<file path="src/rtl/reaction_dependency_scanner_unit_assert.svh">
// Assertion macros for the reaction dependency scanner.
`ifndef REACTION_DEPENDENCY_SCANNER_UNIT_ASSERT_SVH
`define REACTION_DEPENDENCY_SCANNER_UNIT_ASSERT_SVH

// same-cycle implication, checked out of reset
`define RDS_ASSERT_IMPL(lbl, ante, cons) \
	lbl: assert property (@(posedge clk) disable iff (!arst_n) (ante) |-> (cons)) \
		else $error("rds assertion failed");

// next-cycle implication, checked out of reset
`define RDS_ASSERT_NEXT(lbl, ante, cons) \
	lbl: assert property (@(posedge clk) disable iff (!arst_n) (ante) |=> (cons)) \
		else $error("rds assertion failed");

`endif

</file>
<file path="src/rtl/rds_pkg.sv">
// Shared types and constants for the reaction dependency scanner.
`timescale 1ns / 1ps

package rds_pkg;

	localparam int NUM_REACTIONS = 64;
	localparam int IDX_W         = 6;
	localparam int SPC_W         = 12;
	localparam int CNT_W         = 2;
	localparam int ACT_W         = 7;

	typedef enum logic [0:0] {
		OP_LOAD  = 1'b0,
		OP_QUERY = 1'b1
	} op_t;

	typedef enum logic [2:0] {
		ST_IDLE,
		ST_QREAD,
		ST_QLATCH,
		ST_SCAN,
		ST_FLUSH
	} state_t;

	typedef struct packed {
		logic [CNT_W-1:0] rc;
		logic [SPC_W-1:0] ra;
		logic [SPC_W-1:0] rb;
		logic [CNT_W-1:0] pc;
		logic [SPC_W-1:0] pa;
		logic [SPC_W-1:0] pb;
	} entry_t;

	typedef struct packed {
		logic load_we;
		logic capture;
		logic rd_query;
		logic qlatch;
		logic scan;
		logic flush;
	} ctrl_cmd_t;

	typedef struct packed {
		logic limit_zero;
		logic scan_last;
	} ctrl_sts_t;

	function automatic logic [CNT_W-1:0] sat_cnt(input logic [CNT_W-1:0] c);
		sat_cnt = (c == 2'd3) ? 2'd2 : c;
	endfunction

endpackage

</file>
<file path="src/rtl/rds_ctrl.sv">
// Controller state machine sequencing loads and query scans.
`timescale 1ns / 1ps

module rds_ctrl (
	input  logic               clk,
	input  logic               arst_n,
	input  logic               start,
	input  logic               op,
	input  rds_pkg::ctrl_sts_t sts,
	output rds_pkg::ctrl_cmd_t cmd,
	output logic               busy
);
	import rds_pkg::*;

	state_t state_q;
	state_t state_nxt;
	logic   accept;

	assign accept = start && (state_q == ST_IDLE);

	always_ff @(posedge clk or negedge arst_n) begin
		if (!arst_n) begin
			state_q <= ST_IDLE;
		end else begin
			state_q <= state_nxt;
		end
	end

	always_comb begin
		state_nxt = state_q;
		case (state_q)
			ST_IDLE: begin
				if (accept && (op == OP_QUERY)) begin
					state_nxt = sts.limit_zero ? ST_FLUSH : ST_QREAD;
				end
			end
			ST_QREAD:  state_nxt = ST_QLATCH;
			ST_QLATCH: state_nxt = ST_SCAN;
			ST_SCAN: begin
				if (sts.scan_last) begin
					state_nxt = ST_FLUSH;
				end
			end
			ST_FLUSH:  state_nxt = ST_IDLE;
			default:   state_nxt = ST_IDLE;
		endcase
	end

	always_comb begin
		cmd         = '0;
		busy        = 1'b1;
		case (state_q)
			ST_IDLE: begin
				busy        = 1'b0;
				cmd.load_we = accept && (op == OP_LOAD);
				cmd.capture = accept && (op == OP_QUERY);
			end
			ST_QREAD:  cmd.rd_query = 1'b1;
			ST_QLATCH: cmd.qlatch   = 1'b1;
			ST_SCAN:   cmd.scan     = 1'b1;
			ST_FLUSH:  cmd.flush    = 1'b1;
			default:   busy         = 1'b1;
		endcase
	end

endmodule

</file>
<file path="src/rtl/rds_datapath.sv">
// Reaction table memory, query registers, match logic and result register.
`timescale 1ns / 1ps

module rds_datapath (
	input  logic                        clk,
	input  logic                        arst_n,
	input  rds_pkg::ctrl_cmd_t          cmd,
	output rds_pkg::ctrl_sts_t          sts,
	input  logic                        cfg_we,
	input  logic [rds_pkg::ACT_W-1:0]   cfg_data,
	input  logic [rds_pkg::IDX_W-1:0]   rxn_index,
	input  logic [rds_pkg::CNT_W-1:0]   reactant_count,
	input  logic [rds_pkg::SPC_W-1:0]   reactant_a,
	input  logic [rds_pkg::SPC_W-1:0]   reactant_b,
	input  logic [rds_pkg::CNT_W-1:0]   product_count,
	input  logic [rds_pkg::SPC_W-1:0]   product_a,
	input  logic [rds_pkg::SPC_W-1:0]   product_b,
	output logic                        result_valid,
	output logic [rds_pkg::IDX_W-1:0]   dependent_index,
	output logic                        none_found,
	output logic                        last
);
	import rds_pkg::*;

	entry_t             mem [NUM_REACTIONS];
	entry_t             rd_data_q;
	entry_t             qry_q;
	entry_t             wr_entry;
	logic [IDX_W-1:0]   rd_addr;
	logic [ACT_W-1:0]   active_q;
	logic [ACT_W-1:0]   limit_q;
	logic [IDX_W-1:0]   qidx_q;
	logic [IDX_W-1:0]   cmp_idx_q;
	logic               pend_vld_q;
	logic [IDX_W-1:0]   pend_idx_q;
	logic               res_vld_q;
	logic [IDX_W-1:0]   res_idx_q;
	logic               res_none_q;
	logic               res_last_q;
	logic               hit_a;
	logic               hit_b;
	logic               match;

	function automatic logic hit(input entry_t q, input logic [SPC_W-1:0] s);
		hit = ((q.rc >= 2'd1) && (s == q.ra)) || ((q.rc >= 2'd2) && (s == q.rb)) ||
		      ((q.pc >= 2'd1) && (s == q.pa)) || ((q.pc >= 2'd2) && (s == q.pb));
	endfunction

	always_comb begin
		wr_entry.rc = sat_cnt(reactant_count);
		wr_entry.ra = reactant_a;
		wr_entry.rb = reactant_b;
		wr_entry.pc = sat_cnt(product_count);
		wr_entry.pa = product_a;
		wr_entry.pb = product_b;
	end

	always_comb begin
		if (cmd.rd_query) begin
			rd_addr = qidx_q;
		end else if (cmd.qlatch) begin
			rd_addr = '0;
		end else begin
			rd_addr = cmp_idx_q + IDX_W'(1);
		end
	end

	always_ff @(posedge clk) begin
		if (cmd.load_we) begin
			mem[rxn_index] <= wr_entry;
		end
		rd_data_q <= mem[rd_addr];
	end

	assign hit_a = (rd_data_q.rc >= 2'd1) && hit(qry_q, rd_data_q.ra);
	assign hit_b = (rd_data_q.rc >= 2'd2) && hit(qry_q, rd_data_q.rb);
	assign match = hit_a || hit_b;

	assign sts.limit_zero = (active_q == '0);
	assign sts.scan_last  = (({1'b0, cmp_idx_q} + ACT_W'(1)) == limit_q);

	always_ff @(posedge clk or negedge arst_n) begin
		if (!arst_n) begin
			active_q <= ACT_W'(NUM_REACTIONS);
		end else if (cfg_we) begin
			active_q <= cfg_data;
		end
	end

	always_ff @(posedge clk) begin
		if (cmd.capture) begin
			qidx_q  <= rxn_index;
			limit_q <= (active_q > ACT_W'(NUM_REACTIONS)) ? ACT_W'(NUM_REACTIONS) : active_q;
		end
		if (cmd.qlatch) begin
			qry_q <= rd_data_q;
		end
		if (cmd.qlatch) begin
			cmp_idx_q <= '0;
		end else if (cmd.scan) begin
			cmp_idx_q <= cmp_idx_q + IDX_W'(1);
		end
		if (cmd.scan && match) begin
			pend_idx_q <= cmp_idx_q;
		end
		if (cmd.scan || cmd.flush) begin
			res_idx_q  <= (cmd.flush && !pend_vld_q) ? '0 : pend_idx_q;
			res_none_q <= cmd.flush && !pend_vld_q;
			res_last_q <= cmd.flush;
		end
	end

	always_ff @(posedge clk or negedge arst_n) begin
		if (!arst_n) begin
			pend_vld_q <= 1'b0;
			res_vld_q  <= 1'b0;
		end else begin
			if (cmd.capture) begin
				pend_vld_q <= 1'b0;
			end else if (cmd.scan && match) begin
				pend_vld_q <= 1'b1;
			end
			res_vld_q <= cmd.flush || (cmd.scan && match && pend_vld_q);
		end
	end

	assign result_valid    = res_vld_q;
	assign dependent_index = res_idx_q;
	assign none_found      = res_none_q;
	assign last            = res_last_q;

endmodule

</file>
<file path="src/rtl/reaction_dependency_scanner_unit.sv">
// Top level of the reaction dependency scanner.
//
// channel   signals                                   handshake
// input     start, busy, op, rxn_index, ...           start && !busy
// config    cfg_valid, cfg_ready, cfg_data            cfg_valid && cfg_ready
// result    result_valid, dependent_index, ...        result_valid, one cycle
//
// A load word is written to the table when accepted; busy stays low.
// A query word runs through accept, read of the queried entry, latch, one table entry per
// cycle over min(active_reactions, 64) entries, then a flush. A query with zero active
// entries goes from accept straight to the flush. Each match is held until the next match
// or the flush so the final word carries last; the receiver cannot stall.
// Reset sets active_reactions to 64; table contents are not cleared.
`timescale 1ns / 1ps
`include "reaction_dependency_scanner_unit_assert.svh"

module reaction_dependency_scanner_unit (
	input  logic                        clk,
	input  logic                        arst_n,
	input  logic                        start,
	output logic                        busy,
	input  logic                        op,
	input  logic [rds_pkg::IDX_W-1:0]   rxn_index,
	input  logic [rds_pkg::CNT_W-1:0]   reactant_count,
	input  logic [rds_pkg::SPC_W-1:0]   reactant_a,
	input  logic [rds_pkg::SPC_W-1:0]   reactant_b,
	input  logic [rds_pkg::CNT_W-1:0]   product_count,
	input  logic [rds_pkg::SPC_W-1:0]   product_a,
	input  logic [rds_pkg::SPC_W-1:0]   product_b,
	input  logic                        cfg_valid,
	output logic                        cfg_ready,
	input  logic [rds_pkg::ACT_W-1:0]   cfg_data,
	output logic                        result_valid,
	output logic [rds_pkg::IDX_W-1:0]   dependent_index,
	output logic                        none_found,
	output logic                        last
);
	import rds_pkg::*;

	ctrl_cmd_t cmd;
	ctrl_sts_t sts;

	assign cfg_ready = 1'b1;

	rds_ctrl u_ctrl (
		.clk    (clk),
		.arst_n (arst_n),
		.start  (start),
		.op     (op),
		.sts    (sts),
		.cmd    (cmd),
		.busy   (busy)
	);

	rds_datapath u_dp (
		.clk             (clk),
		.arst_n          (arst_n),
		.cmd             (cmd),
		.sts             (sts),
		.cfg_we          (cfg_valid && cfg_ready),
		.cfg_data        (cfg_data),
		.rxn_index       (rxn_index),
		.reactant_count  (reactant_count),
		.reactant_a      (reactant_a),
		.reactant_b      (reactant_b),
		.product_count   (product_count),
		.product_a       (product_a),
		.product_b       (product_b),
		.result_valid    (result_valid),
		.dependent_index (dependent_index),
		.none_found      (none_found),
		.last            (last)
	);

	`RDS_ASSERT_IMPL(a_none_is_last, result_valid && none_found, last)
	`RDS_ASSERT_IMPL(a_last_ends_query, result_valid && last, !busy)
	`RDS_ASSERT_IMPL(a_mid_result_busy, result_valid && !last, busy)
	`RDS_ASSERT_NEXT(a_query_goes_busy, start && !busy && (op == OP_QUERY), busy)

endmodule
</file>
<file path="config.mk">
export PLATFORM = sky130hd
export DESIGN_NAME = reaction_dependency_scanner_unit
export DESIGN_NICKNAME = d
export VERILOG_FILES = /design/src/rtl/rds_pkg.sv /design/src/rtl/rds_ctrl.sv /design/src/rtl/rds_datapath.sv /design/src/rtl/reaction_dependency_scanner_unit.sv
export VERILOG_INCLUDE_DIRS = /design/src /design/src/rtl
export SDC_FILE = /design/constraint.sdc
export NUM_CORES = 2
export LEC_CHECK = 0
export BUFFER_PORTS_ARGS = -buffer_cell sky130_fd_sc_hd__buf_2
export CORE_MARGIN = 3
export CORE_UTILIZATION = 25
export CTS_CLUSTER_SIZE = 25
export DETAILED_ROUTE_END_ITERATION = 7
export PLACE_DENSITY = 0.46
export SYNTH_ARGS = -nofsm -noshare
export SYNTH_HDL_FRONTEND = slang
export SYNTH_SLANG_ARGS = --single-unit
export TNS_END_PERCENT = 10
</file>
<file path="constraint.sdc">
create_clock -name clk -period 7.5 [get_ports clk]
set_input_delay 1.875 -clock clk [delete_from_list [all_inputs] [get_ports clk]]
set_output_delay 1.875 -clock clk [all_outputs]
set_load 0.005 [all_outputs]
</file>
== Yosys cells after proc, flatten, opt, wreduce, memory -nomap -nowiden ==
Memory sizes are Yosys's and may differ from the RTL's. A register that Yosys moved wholly into a read port is not among the register bits.
Index checks and enable logic that the tools add are counted.

* Register bits: 97
* Latch bits: 0
* RAM bits: 3328
* Memory bits (read-only): 0
* Input port bits: 70
* Output and inout bits: 11
* Word-level logic and storage cells: 93
* Memories kept: 1

{| class="wikitable"
|+ Memory list
! name !! words !! width !! rd ports !! clocked after Yosys merged registers in !! write ports !! RTL line !! RTL
|-
| u_dp.mem || 64 || 52 || 1 || 1 || 1 || rds_datapath.sv:25 || <nowiki>entry_t mem [NUM_REACTIONS];</nowiki>
|}

* Add/sub/neg operators: 2
* Multiply operators: 0
* Divide/modulo/power cells: 0
* $lt $le $gt $ge: 7
* Equal/unequal tests: 17
* Shift operators: 0
* Multiplexer cells: 18
* Bitwise gates (word level): 1
* Reduce and logical (&&, ||, !) cells: 30

{| class="wikitable"
|+ Operator list
! cell !! count
|-
| $eq 12x12->1 || 8
|-
| $logic_and 1x1->1 || 16
|-
| $mux 6 || 2
|-
| $pmux 3 s4 || 1
|-
| $logic_or 1x1->1 || 9
|-
| $mux 1 || 9
|-
| $mux 3 || 3
|-
| $add 6x1->7 const B || 1
|-
| $eq 7x7->1 || 1
|-
| $gt 7x7->1 const B || 1
|-
| $logic_not 7->1 || 1
|-
| $add 6x1->6 const B || 1
|-
| $eq 3x2->1 const B || 2
|-
| $ge 2x1->1 const B || 3
|-
| $ge 2x2->1 const B || 3
|-
| $mux 2 || 3
|-
| $eq 2x2->1 const B || 2
|-
| $ne 2x2->1 const B || 2
|-
| $eq 3x1->1 const B || 1
|-
| $eq 3x3->1 const B || 1
|-
| $logic_not 3->1 || 1
|-
| $reduce_and 2->1 || 1
|-
| $reduce_bool 2->1 || 1
|-
| $logic_not 1->1 || 1
|-
| $not 1->1 || 1
|}

== Depth between registers and ports, before layout ==
* Depth in word-level cells: 10
* Mapped depth: 14

== By module ==
Synthesis repeated with hierarchy kept, for this count alone.

* Cells, all modules: 9126
* Area total of the unflattened synthesis: 137057.7 µm²

{| class="wikitable"
|+ By module, submodules not included
! module !! times used !! cells each !! area an instance (µm²)
|-
| rds_datapath || 1 || 9105 || 136855.0
|-
| rds_ctrl || 1 || 19 || 191.4
|-
| reaction_dependency_scanner_unit || 1 || 2 || 11.3
|}

== Worst setup path after synthesis ==
OpenSTA, ideal clock, no wires.

* Path type: in2reg
* Start: input port rxn_index[3] (netlist name)
* End: memory u_dp.mem[10][0] (netlist name), enable pin
* Arrival: 4.889 ns
* Required time: 7.038 ns
* Slack: 2.149 ns
* Stages: 4
* Path buffers: 2
* Cell sequence: clkbuf_1 > or3b_2 > buf_1 > nor2_1

{| class="wikitable"
|+ RTL lines
! what !! RTL line !! RTL
|-
| start, declared || reaction_dependency_scanner_unit.sv:23 || <nowiki>input logic [rds_pkg::IDX_W-1:0] rxn_index,</nowiki>
|-
| end, declared || rds_datapath.sv:25 ||
|}

No word-level cell before the write port.

== Worst setup path after layout ==
* Start: register u_ctrl.state_q[0]
* End: register u_dp.rd_data_q[2] (netlist name)

* Longest elaborated chain between the ends: 4
* Elaborated cells between the ends (all ways): 6

{| class="wikitable"
|+ RTL lines
! what !! RTL line !! RTL
|-
| start, declared || rds_ctrl.sv:15 || <nowiki>state_t state_q;</nowiki>
|-
| start signal, assigned || rds_ctrl.sv:25 || <nowiki>state_q <= state_nxt;</nowiki>
|-
| $eq 3x2->1 || rds_ctrl.sv:52 || <nowiki>case (state_q)</nowiki>
|-
| $mux 1 || rds_ctrl.sv:52 ||
|-
| $mux 6 || rds_datapath.sv:61 || <nowiki>end else if (cmd.qlatch) begin</nowiki>
|-
| $mux 6 (*) || rds_datapath.sv:59 || <nowiki>if (cmd.rd_query) begin</nowiki>
|}

Every way passes the cells marked *; elsewhere a longest branch is shown, timed or not.
A chain may end at the register's enable or synchronous reset.

==> flow_metrics.env <==
export IMPL_outcome="complete, but fails checks"
export IMPL_violations="capacitance limit, slew limit"
export IMPL_ys_seq_elements=3477
export IMPL_avgRoutedWirePerCell_um=29.4
export IMPL_wl_mm=466
export IMPL_fp_dieArea_um2=547000
export IMPL_rsz0062_at_grt="false"
export IMPL_ys_warnings_count=0
export IMPL_stdcell_area_um2=157000
export IMPL_yosysTopAreaCell="edfxtp_1"
export IMPL_cap_violations=2
export IMPL_period_share=0.784
export IMPL_p_leak_nw=49.5
export IMPL_grt_pass1_vias=76700
export IMPL_clk_path_buf_depth=4
export IMPL_via_per_inst=4.99
export IMPL_die_x_um=740
export IMPL_yosys_cell_types_count=63
export IMPL_relSlewSlack=-0.0764
export IMPL_startpoint="u_ctrl.state_q[0]"
export IMPL_hpwl_mm=259
export IMPL_cpPeakStageDelay_ns=1.31
export IMPL_worstPathBufferInverterCount=2
export IMPL_crit_path_top_delay_cell="nor4_1"
export IMPL_drive_above_1_share=0.126
export IMPL_track_usage=0.164
export IMPL_placed_cell_area_um2=145000
export IMPL_intPower_w=0.0405
export IMPL_tightest_slew_ns=1.59
export IMPL_path_cells="o21ba_1, o221a_4, buf_4, buf_4, nor2_1, o32ai_1, o41ai_1, nor4_1"
export IMPL_netlist_area_leader_share=0.760
export IMPL_rr_worst_depth=8
export IMPL_min_to="u_dp.qry_q[5]"
export IMPL_critPathKind="register to register"
export IMPL_dr_total_vias=79200
export IMPL_antenna_found_initial=64
export IMPL_cts_root_buf="clkbuf_16"
export IMPL_drc=0
export IMPL_synth_seq_area_share=0.771
export IMPL_yosys_top_cells_count="edfxtp_1, nand2_1, a21oi_1, mux2i_1, clkbuf_1"
export IMPL_final_antenna_net_count=0
export IMPL_fillers=52900
export IMPL_cp_max_fo=37
export IMPL_netSwitchingPower_w=0.0268
export IMPL_grt_max_degree=144
export IMPL_crit_top_cell="buf_4"
export IMPL_cp_required_ns=8.25
export IMPL_dr_pass1_iters=6
export IMPL_fin_nets=8473
export IMPL_area_delta_synth_final_pct=16.3
export IMPL_grt_overflow=0
export IMPL_fmax_mhz=170
export IMPL_netlist_area_um2=135000
export IMPL_min_path_cells=0
export IMPL_clock_sinks=3477
export IMPL_hold_path_class="register to register"
export IMPL_fin_tns_setup_ns=0
export IMPL_cts_tree="built"
export IMPL_crit_arrival_ns=6.63
export IMPL_power_w=0.0673
export IMPL_final_hold_violation_count=0
export IMPL_die_h_um=740
export IMPL_core_area_um2=535000
export IMPL_ir_drop_mv=0.719
export IMPL_grt_pass1_wl_mm=641
export IMPL_r2r_end="u_dp.rd_data_q[2]"
export IMPL_cts_made_buffers=364
export IMPL_drt_iter0_markers=9806
export IMPL_min_from="u_dp.rd_data_q[5]"
export IMPL_worst_r2r_startpoint="u_ctrl.state_q[0]"
export IMPL_drv_slew=5
export IMPL_port_buffers=79
export IMPL_async_reset_ff_frac=0.00345
export IMPL_fin_skew_ns=0.0594
export IMPL_worstSetupEndpointType="register"
export IMPL_ioPinCount=81
export IMPL_post_cts_buffers=0
export IMPL_hold_buffers=0
export IMPL_switching_share=0.398
export IMPL_num_rows=268
export IMPL_r2r_setup_slack_ns=1.62
export IMPL_start_util=0.252
export IMPL_synth_edf_count=3407
export IMPL_insertion_delay_ns=0.99
export IMPL_cts_clk_slew_worst_paths_ns=0.06
export IMPL_ctsResizeCount=0
export IMPL_synth_avg_cell_area_um2=16.3
export IMPL_yosysMostFrequentCell="edfxtp_1"
export IMPL_synthTopCellsByArea="edfxtp_1, mux2i_1, a21oi_1"
export IMPL_fin_crit_ns=5.88
export IMPL_crit_family="compound AO/OA/AOI/OAI gates"
export IMPL_syn_num_nets=8339
export IMPL_critPathLaunchType="register"
export IMPL_synthCells=8268
export IMPL_synthFlopType="edfxtp_1"
export IMPL_h_tree_depth=5
export IMPL_pwr_share_comb=0.403
export IMPL_seqPwrFrac=0.337
export IMPL_setup_viol=0
export IMPL_gp_congestion=0.822
export IMPL_power_density_nw_per_um2=430
export IMPL_p_clk_frac=0.260
## worst reg2reg max path: cells and delay by family, from the launching register on
kind,cells,cell delay (ns)
compound gates,4,2.61
flops,1,0.87
simple gates,2,1.38
buf+inv,2,0.80
## power by group through the flow
| stage | Clock (W) | Sequential [W] | Combinational, W |
|---|---|---|---|
| 3_5_place_dp | 0 | 0.0230 | 0.0271 |
| 4_1_cts | 0.0179 | 0.0226 | 0.0272 |
| 5_1_grt | 0.0186 | 0.0226 | 0.0288 |
| 3_3_place_gp | 0 | 0.0230 | 0.0269 |
| 6_report | 0.0175 | 0.0227 | 0.0271 |
| 2_1_floorplan | 0 | 0.0224 | 0.0174 |
## metrics by stage
stage	std cells	utilization	hold WS [ns]	worst slack, ns
final	15900	0.293	0.423	1.62
after CTS	15900	0.293	0.423	1.96
after floorplan	8268	-	0.386	2.15
after global routing	15900	0.293	0.436	1.72
after global placement	15200	0.271	0.401	1.72
after detailed placement	15200	0.271	0.412	1.96
## worst max-delay path by stage
stage                     slack, ns  cells past startpoint                end
final                          1.62                      8  u_dp.rd_data_q[2]
after global routing           1.72                      8  u_dp.rd_data_q[2]
after CTS                      1.96                      8  u_dp.rd_data_q[2]
after detailed placement       1.96                      8  u_dp.rd_data_q[2]
after global placement         1.72                     10  u_dp.rd_data_q[5]
after floorplan                2.15                      4    u_dp.mem[10][0]
## cells in the final DEF (no fill, tap or decap), drive strengths merged, types with 8 or more instances in the layout
master	count
diode	14
dfrtp	11
dfxtp	58
o41ai	96
a21oi	889
o21ai	64
buf	361
nand3b	8
o2111ai	104
nor2	277
o32ai	144
clkbuf	495
nand3	29
nor4	72
nand4	32
nor2b	18
a221o	150
a22o	200
clkinv	130
xor2	20
nand2	1035
a221oi	115
edfxtp	3407
mux4	106
xnor2	85
mux2i	575
o22ai	101
bufinv	12
inv	22
## registers in the layout, summed over array words and instances (netlist names), 3 cells and up
register and cells:
u_dp.dependent_index 6, u_dp.qry_q 52, u_dp.rd_data_q 52, u_dp.cmp_idx_q 6, u_dp.pend_idx_q 6, u_dp.qidx_q 6, u_dp.active_q 7, u_dp.mem 3328
u_ctrl.state_q 3, u_dp.limit_q 7
## final cells by class
class | instances | area [um2] | area share
antenna | 14 | 35.0 | 0.000224
clock buffer | 495 | 10100 | 0.0643
clock inverter | 167 | 1360 | 0.00868
inverter | 3 | 11.3 | 0.0000720
multi-input combinational | 4195 | 29200 | 0.187
sequential | 3477 | 104000 | 0.663
tap | 7155 | 8950 | 0.0572
timing repair buffer | 361 | 3120 | 0.0200
## logic make-up (layout without fill, tap and decap cells)
logic type               Yosys count  in the layout  synth area share
AO/OA/AOI/OAI                   1901           1901            0.0965
XOR/XNOR                         105            105           0.00683
adder cells (fa/ha/maj)            1              1         0.0000930
buffers and inverters            596           1026            0.0189
flip-flops                      3477           3477             0.771
multiplexers                     688            688            0.0611
other                              1             15         0.0000279
AND/OR/NAND/NOR                 1499           1499            0.0453
## layer usage
metal  global-route usage  vias to the layer above  routed length [um]
li1                     -                    33100                   -
met1                0.235                    42100              207000
met2                0.257                     3396              211000
met3               0.0299                      624               36100
met4               0.0395                       36               12000
met5                    0                        -                 241
Note: power is estimated with default switching activity, not from simulation.
